--- src/cmdu_pkg.sv ---
// types, constants and helpers shared by the multiply/divide unit
`default_nettype none
package cmdu_pkg;

    localparam int NUM_CELLS = 32;
    localparam int BYTE_W    = 8;
    localparam int PAIR_W    = 16;
    localparam int WIDE_W    = 32;

    typedef enum logic [2:0] {
        OP_MUL_HL    = 3'd0,
        OP_MULS_HL   = 3'd1,
        OP_MUL_DEHL  = 3'd2,
        OP_MULS_DEHL = 3'd3,
        OP_DIV_HL    = 3'd4,
        OP_DIVS_HL   = 3'd5,
        OP_DIV_DEHL  = 3'd6,
        OP_DIVS_DEHL = 3'd7
    } t_op;

    typedef struct packed {
        t_op               op;
        logic [PAIR_W-1:0] hl;
        logic [PAIR_W-1:0] de;
        logic              dz;
        logic              neg_q;
        logic              neg_r;
    } t_meta;

    typedef struct packed {
        logic              is_div;
        logic [PAIR_W-1:0] d;
        logic [PAIR_W:0]   r;
        logic [WIDE_W-1:0] x;
        t_meta             meta;
    } t_stage;

    function automatic logic [BYTE_W-1:0] abs8(input logic [BYTE_W-1:0] v, input logic sg);
        abs8 = (sg && v[BYTE_W-1]) ? -v : v;
    endfunction

    function automatic logic [PAIR_W-1:0] abs16(input logic [PAIR_W-1:0] v, input logic sg);
        abs16 = (sg && v[PAIR_W-1]) ? -v : v;
    endfunction

    function automatic logic [WIDE_W-1:0] abs32(input logic [WIDE_W-1:0] v, input logic sg);
        abs32 = (sg && v[WIDE_W-1]) ? -v : v;
    endfunction

endpackage
`default_nettype wire

--- src/cmdu_cell.sv ---
// one shift-add / restoring-subtract step of the multiply/divide chain
`default_nettype none
module cmdu_cell
    import cmdu_pkg::*;
(
    input  wire logic   i_clk,
    input  wire logic   i_rst_n,
    input  wire logic   i_en,
    input  wire logic   i_valid,
    input  wire t_stage i_stage,
    output logic        o_valid,
    output t_stage      o_stage
);
    logic   r_valid;
    t_stage r_stage;
    t_stage n_stage;
    logic [PAIR_W:0] trial;
    logic [PAIR_W:0] s_add;
    logic            ge;

    always_comb begin
        n_stage = i_stage;
        trial   = {i_stage.r[PAIR_W-1:0], i_stage.x[WIDE_W-1]};
        ge      = (trial >= {1'b0, i_stage.d});
        s_add   = {1'b0, i_stage.r[PAIR_W-1:0]}
                + (i_stage.x[0] ? {1'b0, i_stage.d} : '0);
        if (i_stage.is_div) begin
            n_stage.r = ge ? (trial - {1'b0, i_stage.d}) : trial;
            n_stage.x = {i_stage.x[WIDE_W-2:0], ge};
        end else begin
            n_stage.r = {1'b0, s_add[PAIR_W:1]};
            n_stage.x = {s_add[0], i_stage.x[WIDE_W-1:1]};
        end
    end

    always_ff @(posedge i_clk) begin
        if (!i_rst_n) begin
            r_valid <= 1'b0;
        end else if (i_en) begin
            r_valid <= i_valid;
        end
        if (i_en) begin
            r_stage <= n_stage;
        end
    end

    assign o_valid = r_valid;
    assign o_stage = r_stage;
endmodule
`default_nettype wire

--- config.mk ---
export PLATFORM = sky130hd
export DESIGN_NAME = cmdu_cell
export DESIGN_NICKNAME = d
export VERILOG_FILES = /design/src/cmdu_pkg.sv /design/src/cmdu_cell.sv
export SDC_FILE = /design/constraint.sdc
export NUM_CORES = 1
export LEC_CHECK = 0
export BUFFER_PORTS_ARGS = -buffer_cell sky130_fd_sc_hd__buf_2
export CAP_MARGIN = 20
export CORE_ASPECT_RATIO = 1.75
export CORE_MARGIN = 4
export CORE_UTILIZATION = 30
export CTS_BUF_LIST = sky130_fd_sc_hd__clkbuf_16
export CTS_CLUSTER_SIZE = 30
export DETAILED_ROUTE_END_ITERATION = 12
export GPL_ROUTABILITY_DRIVEN = 0
export PLACE_DENSITY = 0.55
export SYNTH_ARGS = -nofsm -noshare
export SYNTH_HDL_FRONTEND = slang
export SYNTH_SLANG_ARGS = --single-unit
--- constraint.sdc ---
create_clock -name i_clk -period 3.6 [get_ports i_clk]
set_clock_uncertainty 0.15 [all_clocks]
set_input_delay 0.72 -clock i_clk [delete_from_list [all_inputs] [get_ports i_clk]]
set_output_delay 0.72 -clock i_clk [all_outputs]
set_load 0.01 [all_outputs]
==> key figures, run 1 <==
Layout
  – Layout Area Growth over Synthesis: 30.3%
  – Fin area: between 7000 and 8000 um2
  – Ant. Diodes: 0
  – Fin cells: a little over 900
  – Nets: ~800
  – Fraction of layout cells with a size suffix above 1: approximately 42%

Setup path
  – Slowest stage delay, CP: approximately 0.40 ns
  – Number of cells on the worst reg-to-reg path: 2
  – Arrival time at the worst endpoint: roughly 3.2 ns
  – Critical Path RT: about 3.5 ns
  – Startpoint types: primary input
  – CP max-delay cell: fa_1
  – CP max FO: 3
  – Critical Path Sink Type: register
  – Critical path type: primary input to register
  – CP delay by family, top: compound AO/OA/AOI/OAI gates
  – R2r setup slk: approximately 2.9 ns
  – Critical-path cell list: buf_2 > inv_1 > ha_1 > inv_1 > fa_1 > a21o_1 > a221oi_2 > a211oi_1 > o21ai_0 > mux2_2 > o21ai_0 > a22oi_2
  – R2R Path End: o_valid
  – WP buf/inv: 3
  – Worst R2R Start: o_valid

Global route
  – Largest net degree at the start of global routing: 69
  – Gr usage total: ~14%
  – Initial antenna violation count: 0
  – First-pass GRT wire length: 23.8 mm
  – Number of global-route vias before repair: approximately 4600
  – Remaining Overflow, GRT: 0

Placement
  – Pre-CTS WS: roughly 0.018 ns
  – Post-DP HPWL: about 12 mm
  – Post-DP Area: 7020 um2
  – Port bufs: 211
  – DP Cell Count: slightly below 900

Timing
  – Final setup margin: around 0.38 ns
  – Hold Fails Final Rpt: 0
  – FMAX: 311 MHz
  – Final setup viols: 0
  – Fin. max-slew vios: 0
  – Hold slack: between 0.3 and 0.4 ns
  – Max-Slew Margin vs Limit: 58.8%
  – Measured slew at the worst slew-check pin: 0.617 ns
  – RSZ-0062 raised after global routing: no
  – Fin Setup TNS: 0 ns
  – Final min period: around 3.2 ns
  – Tcrit/Tclk final: between 80% and 90%

Synth
  – Sequential share of the synthesized area: 56.0%
  – Cell variety after synth: 59
  – Synth area leaders: edfxtp_1 56%, ha_1 7.1%, mux2_2 6.4%
  – Ys Warns: 0
  – Post-synth top cells: 104 x edfxtp_1, 32 x ha_1, 32 x mux2_2, 27 x inv_1, 27 x nor2_1
  – Number of synthesized register bits: ~110
  – Share of the synthesized area in the top cell type: about 56%
  – Synth Cell Area: around 5600 um2
  – Cell accounting for the most synthesized area: edfxtp_1
  – Top FF cell, synth: edfxtp_1
  – Async SR Flop Fraction: 0%
  – Count leader, synth: edfxtp_1
  – Synthesized instance count: between 400 and 500
  – Post-synth EDFFs: ~100
  – Avg Cell Area, Syn: approximately 13 um2
  – Synthesized Nets: approximately 600

Min path
  – Hold Crit Depth: 2
  – Hold Path Class: register to register
  – HP Start: o_valid
  – Hold Path End: o_valid

Route
  – Post-route DRC: 0
  – Drt wl/cell: between 15 and 20 um
  – DR iter-0 viols: between 150 and 200
  – Vias per cell: ~4.7
  – Post-route ant nets: 0
  – Final wirelength: around 15 mm
  – Via count of the routed design: 4317
  – First-pass DRT Iterations: 4

Clocking
  – Clk_lat worst skew: 0.35 ns
  – Clk sinks: ~110
  – Htree depth: 3
  – Postcts setup bufs: 0
  – Hold Buf Count CTS: 0
  – CTS Buffer Depth: 2
  – Post-CTS Resized: 0
  – CTS tree: built
  – Clock root buffer: clkbuf_16
  – TritonCTS Buffers: 9
  – CTS clk-pin slew, worst paths: 0.07 ns

Floorplan
  – Die W: ~110 um
  – DIE AREA: between 20000 and 25000 um2
  – Die H: between 150 and 200 um
  – Initial Utilization: 30.4%
  – Core area: between 15000 and 20000 um2
  – Number of top-level pins: roughly 210
  – Core Rows: 66

Job
  – Maxcap violations: 0

Run status
  – Status: finished clean

Power and ir drop
  – P_leak: around 0.0032 uW
  – P per Cell Area: 436 nW/um2
  – Worst IR Drop VDD: roughly 0.18 mV
-- layout make-up --
cell class,count,area [um2]
fillers,1836,11200
inverters,27,101
repair buffers,224,1170
clock buffers,9,225
clock inverters,7,72.6
flip-flops and latches,105,3140
well taps,238,298
multi-input cells,300,2310
-- tightest hold or removal path: stages (launching register included) --
cell	delay (ns)
dfxtp_1	0.31
mux2i_1	0.12
nor2b_1	0.06
-- logic make-up (layout without fill, tap and decap cells) --
| family | after synthesis | in the layout | synth area share, % |
|---|---|---|---|
| fa+ha+maj | 34 | 34 | 7.84 |
| xor+xnor | 21 | 21 | 3.27 |
| mux | 42 | 42 | 8.20 |
| flops | 105 | 105 | 56.0 |
| buf+inv | 38 | 267 | 2.90 |
| simple gates | 106 | 106 | 9.67 |
| compound gates | 97 | 97 | 12.2 |
-- per-layer routing --
layer | track usage, % | vias to the layer above | routed length, um
li1 | - | 2111 | -
met1 | 13.8 | 2034 | 5330
met2 | 28.3 | 140 | 8720
met3 | 3.26 | 32 | 865
met4 | 7.26 | 0 | 561
met5 | 0 | - | 0
-- state kept, by name, indices dropped and copies added, names as in the netlist --
name and count:
o_valid 1, o_stage 104
-- worst max path at each step --
| stage | depth (start not counted) | end | startpoint | slack, ns |
|---|---|---|---|---|
| 2_1_floorplan | 11 | o_stage[82] | i_stage[69] | 0.50 |
| 3_3_place_gp | 12 | o_stage[82] | i_stage[69] | 0.01 |
| 3_5_place_dp | 12 | o_stage[82] | i_stage[69] | 0.02 |
| 4_1_cts | 12 | o_stage[82] | i_stage[69] | 0.38 |
| 5_1_grt | 12 | o_stage[82] | i_stage[69] | 0.22 |
| 6_report | 12 | o_stage[82] | i_stage[69] | 0.38 |
-- power breakdown --
group          switching [uW]  internal (uW)  leakage [uW]
registers                27.3           1480       0.00103
logic                     391            311       0.00200
clock network             447            541      0.000146
-- placed cells by master (no fill, tap or decap), types with 3 or more instances in the layout --
cell type | synthesis | layout
buf_2 | 1 | 210
edfxtp_1 | 104 | 104
mux2_2 | 32 | 32
ha_1 | 32 | 32
inv_1 | 27 | 29
nor2_1 | 27 | 27
nand2_1 | 24 | 24
o21ai_0 | 23 | 23
a21oi_1 | 19 | 19
and2_1 | 17 | 17
xnor2_1 | 13 | 13
buf_4 | 1 | 13
mux2i_1 | 10 | 10
clkbuf_16 | 0 | 9
a31oi_1 | 8 | 8
xor2_1 | 8 | 8
nand3_1 | 6 | 6
nor2b_1 | 6 | 6
a21o_1 | 6 | 6
o211ai_1 | 5 | 5
nor3_1 | 5 | 5
a211oi_1 | 4 | 4
or3_1 | 4 | 4
o21a_1 | 3 | 3
o21ai_1 | 3 | 3
nor3b_1 | 3 | 3
a22oi_1 | 3 | 3
nand2b_1 | 3 | 3
-- stage by stage --
stage | utilization (%) | total power (uW)
after floorplan | - | 1930
after global placement | 38.0 | 2230
after detailed placement | 38.0 | 2240
after CTS | 39.6 | 3250
after global routing | 39.6 | 3370
final | 39.6 | 3190
Power figures use the tool's default switching activity.
==> run 2, diff against run 1 <==
- clock period: 3.6 -> 3.31 ns (I/O delays scaled with it)
==> key figures, run 2 (synthesis gave the netlist of run 1 again) <==
Run status
  – Status: finished clean

Layout
  – Nets: 823 (+1.7%)
  – Fin area: 7430 um2 (+1.5%)
  – Max FFs per register: 104 (unchanged)
  – Fin cells: 924 (+1.5%)
  – Most frequent cells in the layout: 210 x buf_2, 104 x edfxtp_1, 32 x mux2_2, 32 x ha_1
  – Layout Area Growth over Synthesis: 32.3%
  – Ant. Diodes: 0 (unchanged)
  – Commonest non-fill, non-tap cell in the layout: buf_2
  – Fraction of layout cells with a size suffix above 1: 43.7% (+1.5 points)

Clocking
  – Htree depth: 3 (unchanged)
  – Hold Buf Count CTS: 0 (unchanged)
  – Clk_lat worst skew: 0.35 ns (about the same)
  – CTS Buffer Depth: 2 (unchanged)
  – Postcts setup bufs: 0 (unchanged)
  – CTS tree: built
  – CTS clk-pin slew, worst paths: 0.07 ns (about the same)
  – Clk sinks: 105 (unchanged)
  – Clock root buffer: clkbuf_16
  – Post-CTS Resized: 0 (unchanged)
  – TritonCTS Buffers: 9 (unchanged)

Global route
  – Initial antenna violation count: 0 (unchanged)
  – Number of global-route vias before repair: 4655 (+1.5%)
  – First-pass GRT wire length: 23.9 mm (+0.55%)
  – Gr usage total: 14.4% (about the same)
  – Remaining Overflow, GRT: 0 (unchanged)
  – Largest net degree at the start of global routing: 69 (unchanged)

Setup path
  – CP max FO: 7 (+4)
  – Critical Path Sink Type: register
  – Arrival time at the worst endpoint: 3.19 ns (+0.04 ns)
  – Critical Path RT: 3.35 ns (-0.18 ns)
  – Startpoint types: primary input
  – Critical path type: primary input to register

Power and ir drop
  – P per Cell Area: 472 nW/um2 (+8.2%)
  – Combinational group share of total power: 22.3% (+0.4 points)
  – Total net switching power: 955 uW (+10%)
  – Worst IR Drop VDD: 0.212 mV (+17%)
  – Cell Int Power: 2550 uW (+9.6%)
  – Seq pwr share: 46.6% (-0.5 points)
  – Sw Share: 27.2% (+0.15 points)
  – P_leak: 0.00324 uW (+2.2%)
  – Clock share of power: 31.1% (+0.2 points)

Floorplan
  – Initial Utilization: 30.4% (unchanged)
  – Core Rows: 66 (unchanged)
  – DIE AREA: 21100 um2 (unchanged)
  – Core area: 18500 um2 (unchanged)
  – Number of top-level pins: 213 (unchanged)
  – Die W: 111 um (unchanged)
  – Die H: 189 um (unchanged)

Timing
  – FMAX: approximately 320 MHz
  – Tcrit/Tclk final: 95.0%
  – Max-Slew Margin vs Limit: 55.6% (-3.2 points)
  – Measured slew at the worst slew-check pin: 0.665 ns (+0.0477 ns)
  – RSZ-0062 raised after global routing: no
  – Hold Fails Final Rpt: 0 (unchanged)
  – Fin. max-slew vios: 0 (unchanged)
  – Final min period: around 3.1 ns
  – Final setup viols: 0 (unchanged)

Job
  – Maxcap violations: 0 (unchanged)

Min path
  – Hold Path Class: primary input to register

Route
  – DR iter-0 viols: 167 (-3.5%)
  – Via count of the routed design: 4397 (+1.9%)
  – Post-route ant nets: 0 (unchanged)
  – Final wirelength: 15.5 mm (about the same)
  – Post-route DRC: 0 (unchanged)
  – First-pass DRT Iterations: 5 (+1)
  – Drt wl/cell: 16.7 um (-1.5%)
  – Vias per cell: 4.76 (+0.31%)

Placement
  – DP Cell Count: 908 (+1.6%)
  – Post-DP Area: 7130 um2 (+1.5%)
  – Post-DP HPWL: 12.4 mm (about the same)
  – Port bufs: 211 (unchanged)
[run 2: cell count changes in the layout (fill, tap and decap cells not counted)]
cell        delta
clkinvlp_4     -1
inv_1          -2
clkinv_2       +2
inv_6          +1
buf_4         +14
[run 2: through the flow]
stage | utilization (%) | setup TNS [ns] | hold WS, ns | setup WS [ns] | power [uW]
after floorplan | - | 0 | 0.388 | 0.266 | 2100
after global placement | 38.5 | -0.594 | 0.343 | -0.191 | 2440
after detailed placement | 38.5 | -0.648 | 0.376 | -0.216 | 2460
after CTS | 40.2 | 0 | 0.312 | 0.153 | 3580
after global routing | 40.2 | 0 | 0.311 | 0.0155 | 3700
final | 40.2 | 0 | 0.329 | 0.165 | 3510
[run 2: cell type report]
class | instances | area (um2)
Fill cell | 1861 | 11100
Sequential cell | 105 | 3140
Multi-Input combinational cell | 300 | 2310
Timing Repair Buffer | 238 | 1270
Tap cell | 238 | 298
Clock buffer | 9 | 225
Inverter | 27 | 101
Clock inverter | 7 | 76.3
[run 2: critical path, cell delays in order]
cell      delay, ns
buf_2          0.16
and2_1         0.15
ha_1           0.20
fa_1           0.24
a21oi_1        0.12
o211a_1        0.26
nor4b_1        0.50
o21ai_0        0.27
o221ai_1       0.30
o21ai_0        0.12
a22oi_1        0.20
[run 2: path summary, 6_finish.rpt]
kind	from	to	slack [ns]	cells after the start
setup / recovery	i_stage[38]	o_stage[85]	0.16	11
setup reg to reg	o_valid	o_valid	2.55	2
hold / removal	i_stage[36]	o_stage[36]	0.33	1
hold reg to reg	o_valid	o_valid	0.39	2
[run 2: power by group through the flow]
stage	clock [uW]	combinational, uW	sequential [uW]
floorplan	0	363	1740
global placement	0	780	1660
detailed placement	0	790	1670
CTS	1150	793	1640
global route	1190	859	1650
finish	1090	782	1630
[run 2: per-layer routing]
metal / GRT usage, % / vias to the layer above / routed length, um
met5: 0 / - / 0
met4: 6.70 / 0 / 483
met3: 3.04 / 25 / 823
met2: 28.3 / 153 / 8860
met1: 14.1 / 2079 / 5310
li1: - / 2140 / -
==> run 3, diff against run 2 <==
- CORE_MARGIN: 4 -> not set
- CORE_UTILIZATION: 30 -> 50
- PLACE_DENSITY: 0.55 -> 0.83
==> key figures, run 3 (synthesis gave the netlist of run 1 again) <==
Run status
  – Status: finished clean

Clocking
  – Post-CTS Resized: 0 (unchanged)
  – Postcts setup bufs: 0 (unchanged)
  – CTS tree: built
  – Clock root buffer: clkbuf_16
  – Clk_lat worst skew: 0.35 ns (about the same)
  – Hold Buf Count CTS: 0 (unchanged)
  – Clk sinks: 105 (unchanged)
  – CTS clk-pin slew, worst paths: 0.07 ns (about the same)
  – TritonCTS Buffers: 9 (unchanged)
  – CTS Buffer Depth: 2 (unchanged)
  – Htree depth: 3 (unchanged)

Route
  – Drt wl/cell: 19.4 um (+16%)
  – Final wirelength: 15.8 mm (+2.1%)
  – Post-route ant nets: 0 (unchanged)
  – Via count of the routed design: 4756 (+8.2%)
  – First-pass DRT Iterations: 5 (unchanged)
  – DR iter-0 viols: 255 (+53%)
  – Post-route DRC: 0 (unchanged)
  – Vias per cell: 5.84 (+23%)

Floorplan
  – Number of top-level pins: 213 (unchanged)
  – Die H: 142 um (-25%)
  – Core Rows: 50 (-24%)
  – Die W: 82.1 um (-26%)
  – Initial Utilization: 51.9% (+22 points)
  – Core area: 10800 um2 (-41%)
  – DIE AREA: 11700 um2 (-45%)

Min path
  – Hold Path Class: primary input to register
  – Hold Path End: o_stage[13]
  – Hold Crit Depth: 1 (unchanged)
  – HP Start: i_stage[13]

Power and ir drop
  – P_leak: 0.00322 uW (-0.75%)
  – Total power: 3450 uW (-1.6%)
  – Worst IR Drop VDD: 0.619 mV (+190%)
  – P per Cell Area: 475 nW/um2 (+0.65%)

Layout
  – Fin cells: 815 (-12%)
  – Most frequent cells in the layout: 210 x buf_2, 104 x edfxtp_1, 32 x mux2_2, 32 x ha_1
  – Fraction of layout cells with a size suffix above 1: 43.6% (-0.16 points)
  – Commonest non-fill, non-tap cell in the layout: buf_2
  – Max FFs per register: 104 (unchanged)
  – Nets: 821 (-0.24%)
  – Layout fillers: 733 (-61%)
  – Layout Area Growth over Synthesis: 29.3%

Timing
  – FMAX: 321 MHz (+1.1%)
  – Hold Fails Final Rpt: 0 (unchanged)
  – Final setup viols: 0 (unchanged)
  – Tcrit/Tclk final: 94.0% (-1.0 points)
  – RSZ-0062 raised after global routing: no
  – Fin. max-slew vios: 0 (unchanged)
  – Max-Slew Margin vs Limit: 59.4% (+3.8 points)
  – Final min period: 3.11 ns (-0.0340 ns)
  – Measured slew at the worst slew-check pin: 0.608 ns (-0.0573 ns)

Global route
  – First-pass GRT wire length: 23.7 mm (-1.2%)
  – Initial antenna violation count: 1 (+1)
  – Number of global-route vias before repair: 4791 (+2.9%)
  – Gr usage total: 27.7% (+13 points)
  – Largest net degree at the start of global routing: 44 (-36%)
  – Remaining Overflow, GRT: 0 (unchanged)

Setup path
  – Critical Path RT: 3.23 ns (-0.12 ns)
  – CP max FO: 8 (+1)
  – WP buf/inv: 2 (+1)
  – R2r setup slk: 2.54 ns (about the same)
  – CP max-delay cell: a221oi_2
  – Worst R2R Start: o_valid
  – Slowest stage delay, CP: 0.35 ns (-0.15 ns)
  – Number of cells on the worst reg-to-reg path: 2 (unchanged)
  – Critical-path cell list: buf_2 > and2_1 > ha_1 > buf_4 > a211oi_1 > o211ai_1 > a221oi_2 > o2111ai_1 > a31oi_1 > xor2_1 > a22oi_1
  – Critical path type: primary input to register
  – Arrival time at the worst endpoint: 3.03 ns (-0.16 ns)
  – Critical Path Sink Type: register
  – Startpoint types: primary input
  – CP delay by family, top: compound AO/OA/AOI/OAI gates
  – R2R Path End: o_valid

Placement
  – Port bufs: 211 (unchanged)
  – Post-DP HPWL: 12.1 mm (-1.8%)
  – DP Cell Count: 798 (-12%)

Job
  – Maxcap violations: 0 (unchanged)
-- run 3: changes by cell type in the layout (fill, tap and decap cells not counted), sizes merged --
cell | before | now
diode | 0 | 1
buf | 238 | 236
inv | 29 | 30
bufinv | 1 | 0
clkinvlp | 1 | 2
clkinv | 3 | 2
-- run 3: power by group --
part | leakage (uW) | total (uW) | internal [uW] | switching (uW)
logic | 0.00206 | 799 | 349 | 450
registers | 0.00103 | 1640 | 1610 | 30.7
clock network | 0.000132 | 1020 | 517 | 499
total | 0.00322 | 3450 | 2470 | 979
-- run 3: area by class of cell --
| type | count | area, um2 | area share (%) |
|---|---|---|---|
| Antenna cell | 1 | 2.50 | 0.0345 |
| Tap cell | 130 | 163 | 2.24 |
| Clock inverter | 7 | 52.6 | 0.724 |
| Multi-Input combinational cell | 300 | 2320 | 31.9 |
| Clock buffer | 9 | 225 | 3.10 |
| Inverter | 27 | 101 | 1.40 |
| Timing Repair Buffer | 236 | 1260 | 17.3 |
| Sequential cell | 105 | 3140 | 43.3 |
-- run 3: worst register-to-register path: cells and delay by family, from the launching register on --
| family | cells | cell delay (ns) |
|---|---|---|
| flops | 1 | 0.31 |
| simple gates | 1 | 0.07 |
| mux | 1 | 0.14 |
-- run 3: routing by layer --
metal / GRT usage (%) / wire, um / share of wire, % / vias up
met3: 5.83 / 1230 / 7.8 / 79
met4: 22.9 / 1080 / 6.9 / 0
met5: 0 / 0 / 0 / -
met1: 26.4 / 5070 / 32 / 2238
li1: - / - / - / 2141
met2: 48.8 / 8420 / 53 / 298
-- run 3: metrics by stage --
| step | TNS [ns] | util (%) | setup slack (ns) | cell area (um2) | hold WS [ns] |
|---|---|---|---|---|---|
| 3_5_place_dp | -0.300 | 64.5 | -0.118 | 6980 | 0.390 |
| 6_report | 0 | 67.1 | 0.199 | 7260 | 0.330 |
| 5_1_grt | 0 | 67.1 | 0.0438 | 7260 | 0.320 |
| 4_1_cts | 0 | 67.0 | 0.223 | 7250 | 0.325 |
| 3_3_place_gp | -0.161 | 64.5 | -0.0880 | 6980 | 0.351 |
| 2_1_floorplan | 0 | - | 0.266 | 5620 | 0.388 |
-- run 3: how the worst max path moves through the flow --
| stage | from | cells past startpoint | slack (ns) | end |
|---|---|---|---|---|
| floorplan | i_stage[69] | 11 | 0.27 | o_stage[82] |
| global route | i_stage[38] | 11 | 0.04 | o_stage[85] |
| CTS | i_stage[38] | 11 | 0.22 | o_stage[85] |
| global placement | i_stage[69] | 12 | -0.09 | o_stage[82] |
| finish | i_stage[38] | 11 | 0.20 | o_stage[84] |
| detailed placement | i_stage[38] | 11 | -0.12 | o_stage[85] |
